==> config.mk <==
export PLATFORM = sky130hd
export DESIGN_NAME = keypad_scan_digit_entry_unit
export DESIGN_NICKNAME = d
export VERILOG_FILES = /design/src/kse_pkg.sv /design/src/kse_decode.sv /design/src/kse_entry.sv /design/src/keypad_scan_digit_entry_unit.sv
export VERILOG_INCLUDE_DIRS = /design/src /design/src/src
export SDC_FILE = /design/constraint.sdc
export NUM_CORES = 1
export LEC_CHECK = 0
export BUFFER_PORTS_ARGS = -buffer_cell sky130_fd_sc_hd__buf_4
export CAP_MARGIN = 20
export CORE_UTILIZATION = 51
export CTS_BUF_LIST = sky130_fd_sc_hd__clkbuf_4
export CTS_CLUSTER_SIZE = 14
export DETAILED_ROUTE_END_ITERATION = 8
export GPL_TIMING_DRIVEN = 1
export PLACE_DENSITY = 0.73
export SLEW_MARGIN = 15
export SYNTH_ARGS = -nofsm -noshare
export SYNTH_HDL_FRONTEND = slang
export SYNTH_SLANG_ARGS = --single-unit
==> constraint.sdc <==
create_clock -name clk -period 11.41 [get_ports clk]
set_clock_uncertainty 0.05 [all_clocks]
set_input_delay 1.141 -clock clk [delete_from_list [all_inputs] [get_ports clk]]
set_output_delay 1.141 -clock clk [all_outputs]
set_load 0.03 [all_outputs]
==> src/assert_macros.svh <==
`ifndef ASSERT_MACROS_SVH
`define ASSERT_MACROS_SVH

// Check a property on every rising edge, skipped while reset is high.
`define KSE_ASSERT(label, clk, rst, prop) \
  label: assert property (@(posedge clk) disable iff (rst) prop) \
    else $error("assertion failed");

// Check a property on every rising edge, reset included.
`define KSE_ASSERT_ALWAYS(label, clk, prop) \
  label: assert property (@(posedge clk) prop) \
    else $error("assertion failed");

`endif

==> src/kse_pkg.sv <==
`default_nettype none

package kse_pkg;

  localparam int NUM_DIGITS = 4;

  localparam logic [4:0] GLYPH_BLANK = 5'd16;
  localparam logic [4:0] GLYPH_DASH  = 5'd17;
  localparam logic [4:0] MULTI_CODE  = 5'd17;
  localparam logic [4:0] NO_KEY_CODE = 5'd0;
  localparam logic [3:0] KEY_STAR    = 4'd14;
  localparam logic [3:0] KEY_HASH    = 4'd15;
  localparam logic [3:0] KEY_A       = 4'd10;
  localparam logic [3:0] KEY_B       = 4'd11;
  localparam logic [3:0] KEY_C       = 4'd12;
  localparam logic [3:0] KEY_D       = 4'd13;

  typedef struct packed {
    logic [3:0] cols_row0;
    logic [3:0] cols_row1;
    logic [3:0] cols_row2;
    logic [3:0] cols_row3;
  } scan_t;

  typedef struct packed {
    logic       key_pressed;
    logic [3:0] key_value;
    logic       overflow_flag;
    logic [4:0] digit_code0;
    logic [4:0] digit_code1;
    logic [4:0] digit_code2;
    logic [4:0] digit_code3;
    logic [7:0] segments0;
    logic [7:0] segments1;
    logic [7:0] segments2;
    logic [7:0] segments3;
  } result_t;

  // Decoded key of one scan.
  typedef struct packed {
    logic       pressed;
    logic [3:0] value;
  } key_t;

  // Entry buffer contents after a transfer.
  typedef struct packed {
    logic                             overflow;
    logic [3:0]                       last_key;
    logic [NUM_DIGITS-1:0][4:0]       digits;
  } entry_t;

  // Scan code to telephone-layout key value.
  function automatic logic [3:0] key_map(input logic [4:0] code);
    logic [3:0] v;
    case (code)
      5'd1:    v = 4'd1;
      5'd2:    v = 4'd2;
      5'd3:    v = 4'd3;
      5'd4:    v = KEY_A;
      5'd5:    v = 4'd4;
      5'd6:    v = 4'd5;
      5'd7:    v = 4'd6;
      5'd8:    v = KEY_B;
      5'd9:    v = 4'd7;
      5'd10:   v = 4'd8;
      5'd11:   v = 4'd9;
      5'd12:   v = KEY_C;
      5'd13:   v = KEY_STAR;
      5'd14:   v = 4'd0;
      5'd15:   v = KEY_HASH;
      5'd16:   v = KEY_D;
      5'd17:   v = KEY_D;
      default: v = 4'd0;
    endcase
    return v;
  endfunction

  // Glyph code to active-low seven-segment pattern.
  function automatic logic [7:0] glyph_segments(input logic [4:0] code);
    logic [7:0] s;
    case (code)
      5'd0:    s = 8'hc0;
      5'd1:    s = 8'hf9;
      5'd2:    s = 8'ha4;
      5'd3:    s = 8'hb0;
      5'd4:    s = 8'h99;
      5'd5:    s = 8'h92;
      5'd6:    s = 8'h82;
      5'd7:    s = 8'hd8;
      5'd8:    s = 8'h80;
      5'd9:    s = 8'h90;
      5'd10:   s = 8'h88;
      5'd11:   s = 8'h83;
      5'd12:   s = 8'hc4;
      5'd13:   s = 8'ha1;
      5'd14:   s = 8'h84;
      5'd15:   s = 8'h8e;
      5'd16:   s = 8'hff;
      5'd17:   s = 8'hbf;
      default: s = 8'hff;
    endcase
    return s;
  endfunction

endpackage

`default_nettype wire

==> src/kse_decode.sv <==
`default_nettype none

module kse_decode (
  input  wire kse_pkg::scan_t scan,
  output kse_pkg::key_t       key
);

  logic [3:0][3:0] rows;
  logic [4:0]      code;
  logic [1:0]      row_sel;
  logic [3:0]      cols;
  logic            found;

  assign rows = {scan.cols_row3, scan.cols_row2, scan.cols_row1, scan.cols_row0};

  // First row with any column set wins.
  always_comb begin
    found   = 1'b0;
    row_sel = 2'd0;
    for (int r = 3; r >= 0; r--) begin
      if (rows[r] != 4'd0) begin
        found   = 1'b1;
        row_sel = r[1:0];
      end
    end
  end

  assign cols = rows[row_sel];

  always_comb begin
    if (!found) begin
      code = kse_pkg::NO_KEY_CODE;
    end else begin
      case (cols)
        4'b0001: code = {1'b0, row_sel, 2'd0} + 5'd1;
        4'b0010: code = {1'b0, row_sel, 2'd1} + 5'd1;
        4'b0100: code = {1'b0, row_sel, 2'd2} + 5'd1;
        4'b1000: code = {1'b0, row_sel, 2'd3} + 5'd1;
        default: code = kse_pkg::MULTI_CODE;
      endcase
    end
  end

  assign key.pressed = found;
  assign key.value   = kse_pkg::key_map(code);

endmodule

`default_nettype wire

==> src/kse_entry.sv <==
`default_nettype none

module kse_entry (
  input  wire logic           clk,
  input  wire logic           rst,
  input  wire logic           advance,
  input  wire kse_pkg::key_t  key,
  output kse_pkg::entry_t     entry_next
);

  kse_pkg::entry_t entry;
  logic            released;
  logic            released_next;

  always_comb begin
    entry_next    = entry;
    released_next = released;
    if (key.pressed) begin
      entry_next.last_key = key.value;
      if (released) begin
        if (entry.digits[3] != 5'd0) begin
          // Buffer full: clear the upper digits and flag overflow.
          entry_next.digits[3] = 5'd0;
          entry_next.digits[2] = 5'd0;
          entry_next.digits[1] = 5'd0;
          entry_next.overflow  = 1'b1;
        end else begin
          entry_next.digits[3] = entry.digits[2];
          entry_next.digits[2] = entry.digits[1];
          entry_next.digits[1] = entry.digits[0];
          entry_next.overflow  = 1'b0;
        end
        released_next = 1'b0;
      end else begin
        entry_next.digits[0] = entry.overflow ? 5'd0 : {1'b0, key.value};
      end
    end else begin
      released_next = 1'b1;
    end
  end

  always_ff @(posedge clk) begin
    if (rst) begin
      entry.overflow <= 1'b0;
      entry.last_key <= 4'd0;
      entry.digits   <= {kse_pkg::NUM_DIGITS{kse_pkg::GLYPH_DASH}};
      released       <= 1'b0;
    end else if (advance) begin
      entry    <= entry_next;
      released <= released_next;
    end
  end

endmodule

`default_nettype wire

==> src/keypad_scan_digit_entry_unit.sv <==
// Channel  Dir  Handshake                   Payload
// scan     in   scan_valid / scan_ready     kse_pkg::scan_t   (four row readings)
// result   out  result_valid / result_ready kse_pkg::result_t (key, flags, digits)
//
// One scan per clock while the result is not stalled. A transfer lands in the scan register;
// when that stage advances it is decoded, entered into the digit buffer and written to the
// result register.
// Reset clears both stages and sets all digits to dash.
// A stalled result holds the pipeline; scan_ready drops only when both stages are full.
`default_nettype none

`include "assert_macros.svh"

module keypad_scan_digit_entry_unit (
  input  wire logic             clk,
  input  wire logic             rst,
  input  wire logic             scan_valid,
  output logic                  scan_ready,
  input  wire kse_pkg::scan_t   scan,
  output logic                  result_valid,
  input  wire logic             result_ready,
  output kse_pkg::result_t      result
);

  logic             s1_valid;
  kse_pkg::scan_t   s1_scan;
  logic             s1_advance;
  kse_pkg::key_t    key;
  kse_pkg::entry_t  entry_next;
  kse_pkg::result_t result_next;
  logic             upper_clear;

  assign s1_advance = s1_valid && (!result_valid || result_ready);
  assign scan_ready = !s1_valid || s1_advance;

  always_ff @(posedge clk) begin
    if (rst) begin
      s1_valid <= 1'b0;
    end else if (scan_ready) begin
      s1_valid <= scan_valid;
    end
  end

  always_ff @(posedge clk) begin
    if (scan_valid && scan_ready) begin
      s1_scan <= scan;
    end
  end

  kse_decode u_decode (
    .scan (s1_scan),
    .key  (key)
  );

  kse_entry u_entry (
    .clk        (clk),
    .rst        (rst),
    .advance    (s1_advance),
    .key        (key),
    .entry_next (entry_next)
  );

  always_comb begin
    result_next.key_pressed   = key.pressed;
    result_next.key_value     = entry_next.last_key;
    result_next.overflow_flag = entry_next.overflow;
    result_next.digit_code0   = entry_next.digits[0];
    result_next.digit_code1   = entry_next.digits[1];
    result_next.digit_code2   = entry_next.digits[2];
    result_next.digit_code3   = entry_next.digits[3];
    result_next.segments0     = kse_pkg::glyph_segments(entry_next.digits[0]);
    result_next.segments1     = kse_pkg::glyph_segments(entry_next.digits[1]);
    result_next.segments2     = kse_pkg::glyph_segments(entry_next.digits[2]);
    result_next.segments3     = kse_pkg::glyph_segments(entry_next.digits[3]);
  end

  always_ff @(posedge clk) begin
    if (rst) begin
      result_valid <= 1'b0;
    end else if (s1_advance) begin
      result_valid <= 1'b1;
    end else if (result_ready) begin
      result_valid <= 1'b0;
    end
  end

  always_ff @(posedge clk) begin
    if (s1_advance) begin
      result <= result_next;
    end
  end

  assign upper_clear = (result.digit_code3 == 5'd0) && (result.digit_code2 == 5'd0) &&
                       (result.digit_code1 == 5'd0);

  // While overflow is shown, the upper digits stay cleared.
  `KSE_ASSERT(a_overflow_clears, clk, rst, (result_valid && result.overflow_flag) |-> upper_clear)
  // A stage that advances always presents a result next cycle.
  `KSE_ASSERT(a_advance_fills, clk, rst, s1_advance |=> result_valid)
  // A scan transfer always occupies the input stage next cycle.
  `KSE_ASSERT(a_scan_lands, clk, rst, (scan_valid && scan_ready) |=> s1_valid)
  // Reset leaves both stages empty.
  `KSE_ASSERT_ALWAYS(a_reset_empty, clk, rst |=> (!s1_valid && !result_valid))

endmodule

`default_nettype wire

==> metrics.md, run 1 <==
| Metric | Value |
|---|---|
| Slew Viols, Final | 0 |
| Comb power frac | 0.181 |
| Final GP Congestion | roughly 0.84 |
| Synth-to-layout area growth | 14.8% |
| Slowest stage delay, CP | between 0.5 and 0.6 ns |
| Routed wire per std cell | about 14 microns |
| Power Dens Cells | roughly 130 mW/mm^2 |
| WL final | approximately 10 mm |
| Final hold violations | 0 |
| Worst path cell trace | nor4_4, o21a_1, nor2_1, ha_1, o2111a_1, o2bb2ai_1, a211o_1, a31oi_1, a22oi_1, a32oi_1, inv_1, ha_1, or3b_1, o221ai_1, nand2_1 |
| First-pass GRT wire length | ~16 mm |
| Number of enable flip-flop cells after synthesis | 70 |
| Register area share after synthesis | 0.511 |
| Area of the multi-input gates | around 0.0023 sq mm |
| Critical path type | reg -> reg |
| Start point of the worst hold path | u_entry.entry[20] |
| Clock buffer depth | 2 |
| N_diodes | 0 |
| Post-synthesis register bit count | 98 |
| Die Span Y | 103 microns |
| Hold Path Class | reg -> reg |
| Core footprint | ~0.0098 sq mm |
| CP Launch Type | register |
| CP required | between 10 and 15 ns |
| Die X | 103 microns |
| Worst rel slew slack | 0.361 |
| Met3 usage | 0.0325 |
| Synth warnings | 0 |
| Synthesized area | between 0.005 and 0.006 sq mm |
| Maximum VDD drop | between 0.07 and 0.08 mV |
| Met2 GRT Util | 0.309 |
| # DRC | 0 |
| Async set-or-reset flop fraction in the synthesized netlist | 0 |
| Netlist cell types | 71 |
| Grt ovf | 0 |
| Reg-to-reg critical path startpoint | s1_scan[9] |
| Post_cts resized | 0 |
| F_max | around 200 MHz |
| Fillers | 828 |
| Actual slew at the worst max-slew pin | 0.959 ns |
| RSZ-0062 raised after global routing | no |
| Post-layout util | 0.609 |
| Hold buffer count at cts | 0 |
| Status | finished clean |
| Initial Utilization | 0.530 |
| GRT Util Overall | 0.197 |
| TritonCTS buffer count | 9 |
| Worst reg-to-reg path cell count | 15 |
| Skew-Pair Late Insertion Delay | between 0.4 and 0.5 ns |
| Via/cell ratio | between 5 and 6 |
| Nets | a little over 600 |
| Initial antenna violation count | 0 |
| Flop pwr share | 0.552 |
| CP max-delay cell | a32oi_1 |
| Die area | between 0.01 and 0.015 sq mm |
| Hold endpoint | u_entry.entry[20] |
| Worst-path clk slew | 0.16 ns |
| # rows | 36 |
| Main synth FF type | edfxtp_1 |
| DRT Pass-1 Iters | 5 |
| Cell repeated most along the worst path | ha_1 |
| Synth Instances | roughly 500 |
| Max Cap Violations | 0 |
| H-tree Lvls | 3 |
| Largest net degree at the start of global routing | between 80 and 90 |
| WP data arrival | between 5 and 6 ns |
| Net switching power | around 0.00022 W |
| DP Worst Slack | 6.63 ns |
| Final Setup Violations | 0 |
| Vias in the first global route | 3384 |
| Switching fraction of total power | 0.299 |
| R2r setup slk | approximately 6.5 ns |
| Antenna Nets Post-Route | 0 |
| Reg-to-Reg End | result[24] |
| Met1 Use GR | 0.274 |
| Ratio of final minimum period to clock period | 0.429 |
| Hold Path Depth | 2 |
| Sum Neg Setup Slack | 0 ns |
| Root Buffer | clkbuf_4 |
| Avg Cell Area, Syn | 10.5 sq um |
| GRT Max-Usage Layer | met2 |
| Post-CTS setup buffers | 0 |
| LEAKAGE | approximately 2.3 nW |
| Design Power | between 0.0007 and 0.0008 W |
| Pint | approximately 0.00053 W |
| Setup WS post-layout | around 6.5 ns |
| Critical Path Sink Type | register |
| Clock Power Share | 0.267 |
| Post-layout min period | just under 5 ns |
| Dpl hpwl | around 7 mm |
| Port bufs | 75 |
| Sink Count | 98 |
| Top-level I/O count | 80 |
| Worst Path Max Fanout | 11 |
| Drt initial violations | between 200 and 250 |
| Storage element area | 0.00266 sq mm |
| Share of layout cells above drive strength 1 | 0.202 |
| Via count | ~4k |
| CTS tree | built |
-- final cells by class --
cell class	count	area share
tap	133	0.0278
clock inverter	7	0.0157
sequential	98	0.445
multi-input combinational	349	0.388
timing repair buffer	77	0.0967
clock buffer	9	0.0113
inverter	25	0.0157
-- registers in the layout, indices dropped and copies added (netlist names) --
name              cells
result               54
result_valid          1
s1_scan              16
s1_valid              1
u_entry.entry        25
u_entry.released      1
-- cell usage in the layout, fill, tap and decap left out, drive strengths merged, types with 3 or more instances in the layout --
cell type and count:
dfxtp 28, nand3 20, o21a 4, inv 24, nor4b 5, mux2 3
mux2i 8, a21oi 17, clkbuf 9, nor4 4, nor2b 4, o211ai 7
nor2 52, xnor2 3, and2 3, nand2b 7, clkinv 6, nor3 9
a22oi 19, o21ai 25, conb 4, edfxtp 70, a31oi 7, nand2 58
ha 28, o311ai 4, o22ai 3, a211oi 10, a211o 9, buf 77
o221ai 6
-- logic make-up (layout without fill, tap and decap cells) --
family                     Yosys count  after routing  share of synthesized area
xor gates and xnor gates             4              4                    0.00817
muxes                               11             11                     0.0226
buffers and inverters               51            118                     0.0456
other                                1              4                   0.000720
adders and majority gates           28             28                     0.0673
DFF                                 98             98                      0.511
and+or+nand+nor                    172            172                      0.160
AOI/OAI and AO/OA                  130            130                      0.185
-- worst max-delay path: cells and delay by family (launching register included) --
kind | cells | cell delay [ns]
simple gates | 4 | 1.16
buf+inv | 1 | 0.18
fa+ha+maj | 2 | 0.58
flops | 1 | 0.53
compound gates | 8 | 2.14
-- metrics by stage --
stage          cell area, sq um  hold slack [ns]  instances
3_5_place_dp               5820            0.400        682
2_1_floorplan              5220            0.384        498
4_1_cts                    5980            0.420        698
5_1_grt                    5980            0.433        698
6_report                   5980            0.419        698
3_3_place_gp               5820            0.394        682
-- synthesized netlist by cell type (all sizes together) (5+ instances only) --
master   n  area share
a22oi   19       0.030
a21oi   17       0.016
a211o    9       0.015
inv     20       0.014
o221ai   6       0.010
buf      8       0.014
clkbuf  18       0.013
edfxtp  70        0.40
dfxtp   28        0.11
clkinv   5      0.0036
mux2i    8       0.015
nand3   20       0.019
nor4b    5      0.0084
a31oi    7      0.0084
ha      28       0.067
nand2b   7      0.0084
a211oi  10       0.014
o21ai   25       0.026
nor2    52       0.038
nand2   58       0.043
o211ai   7       0.013
nor3     9      0.0086
-- worst max-delay path by stage --
stage                     slack, ns        from  depth (start not counted)          to
after floorplan                7.16  s1_scan[4]                         17  result[24]
after detailed placement       6.63  s1_scan[9]                         15  result[24]
final                          6.52  s1_scan[9]                         15  result[24]
after CTS                      6.58  s1_scan[9]                         15  result[24]
after global placement         6.82  s1_scan[8]                         15  result[24]
after global routing           6.17  s1_scan[9]                         15  result[27]
-- layer usage --
layer | wire (microns) | share of wire
met4 | 124 | 0.012
met2 | 4690 | 0.47
met5 | 0 | 0
met3 | 477 | 0.048
met1 | 4680 | 0.47
-- power groups by stage --
stage                     clock network, W  registers (W)  logic [W]
after floorplan                          0       0.000440  0.0000847
after global placement                   0       0.000423   0.000133
after detailed placement                 0       0.000424   0.000136
after CTS                         0.000209       0.000416   0.000136
after global routing              0.000219       0.000419   0.000151
final                             0.000201       0.000416   0.000136
(Power assumes the default switching activity.)
==> run 2, diff against run 1 <==
==> constraint.sdc (replaced) <==
create_clock -name clk -period 4.6 [get_ports clk]
set_clock_uncertainty 0.05 [all_clocks]
set_input_delay 0.46 -clock clk [delete_from_list [all_inputs] [get_ports clk]]
set_output_delay 0.46 -clock clk [all_outputs]
set_load 0.03 [all_outputs]
==> metrics.md, run 2 (synthesis gave the netlist of run 1 again) <==
| Metric | Value |
|---|---|
| Status | finished clean |
| CP required | approximately 4.7 ns |
| Worst Path Max Fanout | 11 |
| Power Dens Cells | between 300 and 400 mW/mm^2 |
| Die Span Y | just over 100 microns |
| Max reg flops | 54 |
| Hold Path Class | in -> reg |
| Final Setup Violations | 0 |
| Die X | ~100 microns |
| Critical Path Sink Type | register |
| CTS tree | built |
| Final GP Congestion | 0.839 |
| Max Cap Violations | 0 |
| GRT Util Overall | 0.209 |
| Core footprint | between 0.009 and 0.01 sq mm |
| Worst rel slew slack | 0.409 |
| Initial Utilization | 0.530 |
| DRT Pass-1 Iters | 5 |
| Met2 GRT Util | 0.340 |
| Commonest non-fill, non-tap cell in the layout | buf_4 |
| TritonCTS buffer count | 9 |
| Critical path type | reg -> reg |
| Design Power | between 0.0015 and 0.002 W |
| Top-level I/O count | 80 |
| Largest registers | result x54, u_entry.entry x25, s1_scan x16 |
| N_diodes | 0 |
| CP Launch Type | register |
| Initial antenna violation count | 0 |
| # DRC | 0 |
| Nets | around 630 |
| Port bufs | 75 |
| H-tree Lvls | 3 |
| Hold buffer count at cts | 0 |
| Post-layout min period | ~4.2 ns |
| Skew-Pair Late Insertion Delay | 0.44 ns |
| Final hold violations | 0 |
| Routed wire per std cell | roughly 14 microns |
| Grt ovf | 0 |
| Fillers | roughly 820 |
| # rows | 36 |
| Actual slew at the worst max-slew pin | around 0.89 ns |
| Largest net degree at the start of global routing | approximately 50 |
| Die area | around 0.011 sq mm |
| GRT Max-Usage Layer | met2 |
| Maximum VDD drop | 0.202 mV |
| Clock buffer depth | 2 |
| Share of layout cells above drive strength 1 | 0.230 |
| LEAKAGE | 2.37 nW |
| Synth-to-layout area growth | 17.2% |
| Worst-path clk slew | 0.14 ns |
| Ratio of final minimum period to clock period | 0.921 |
| Sum Neg Setup Slack | 0 ns |
| Slew Viols, Final | 0 |
| Met3 usage | 0.0468 |
| Via count | slightly below 4k |
| WP data arrival | between 4 and 5 ns |
| F_max | around 240 MHz |
| RSZ-0062 raised after global routing | no |
| Most frequent cells in the layout | buf_4 (94), edfxtp_1 (70), nand2_1 (57) |
| Met1 Use GR | 0.275 |
| Antenna Nets Post-Route | 0 |
| Via/cell ratio | roughly 5.5 |
| First-pass GRT wire length | ~17 mm |
| Drt initial violations | 260 |
| Dpl hpwl | 7.46 mm |
| Largest Register | result |
| WL final | between 10 and 15 mm |
| Sink Count | between 90 and 100 |
| Vias in the first global route | approximately 3.6k |
| Root Buffer | clkbuf_4 |
run 2: per-stage QoR:
| step | hold WS [ns] | instance area, sq um | cells | setup WS, ns | utilization |
|---|---|---|---|---|---|
| detailed placement | 0.397 | 5930 | 697 | 0.197 | 0.604 |
| CTS | 0.101 | 6070 | 713 | 0.167 | 0.619 |
| floorplan | 0.384 | 5220 | 498 | 0.349 | - |
| finish | 0.131 | 6100 | 715 | 0.364 | 0.621 |
| global route | 0.0879 | 6100 | 715 | 0.0833 | 0.621 |
| global placement | 0.393 | 5930 | 697 | 0.339 | 0.604 |
run 2: where the power goes:
| group | switching (W) | internal, W | total (W) |
|---|---|---|---|
| Combinational | 0.000216 | 0.000133 | 0.000348 |
| Clock | 0.000288 | 0.000181 | 0.000469 |
| Sequential | 0.0000293 | 0.00100 | 0.00103 |
run 2: final cells by class:
| cell class | count | area (sq um) | area share |
|---|---|---|---|
| flip-flops and latches | 98 | 2660 | 0.436 |
| multi-input cells | 349 | 2330 | 0.382 |
| repair buffers | 94 | 706 | 0.116 |
| well taps | 133 | 166 | 0.0273 |
| inverters | 25 | 93.8 | 0.0154 |
| clock buffers | 11 | 82.6 | 0.0135 |
| clock inverters | 5 | 60.1 | 0.00984 |
run 2: path summary, 6_finish.rpt:
check	from	endpoint	slack [ns]	cells past startpoint
worst max-delay path	s1_scan[4]	result[27]	0.36	16
worst min-delay path	scan[9]	s1_scan[9]	0.13	1
worst max register to register	s1_scan[4]	result[27]	0.36	16
worst min register to register	u_entry.entry[20]	u_entry.entry[20]	0.42	2
run 2: repair_timing:
| action | 4_1_cts | 5_1_grt |
|---|---|---|
| resized for setup | 0 | 3 |
| endpoints found under the setup margin | 0 | 3 |
| buffers inserted | 0 | 2 |
run 2: layer usage:
metal / share of wire / vias to the layer above
met5: 0 / -
met4: 0.010 / 0
met3: 0.051 / 8
met2: 0.48 / 135
met1: 0.46 / 1804
li1: - / 1999
run 2: worst max-delay path, cell delays in order, from the launching register on:
cell       delay, ns
edfxtp_1        0.45
or4_4           0.57
o21a_1          0.35
nor2_2          0.20
ha_1            0.25
o2111a_1        0.13
o2bb2ai_1       0.13
a211o_1         0.32
buf_4           0.17
nor3_1          0.17
a21o_1          0.12
a22o_2          0.23
inv_1           0.11
ha_1            0.23
mux2_1          0.29
nor3_1          0.13
a31oi_1         0.07
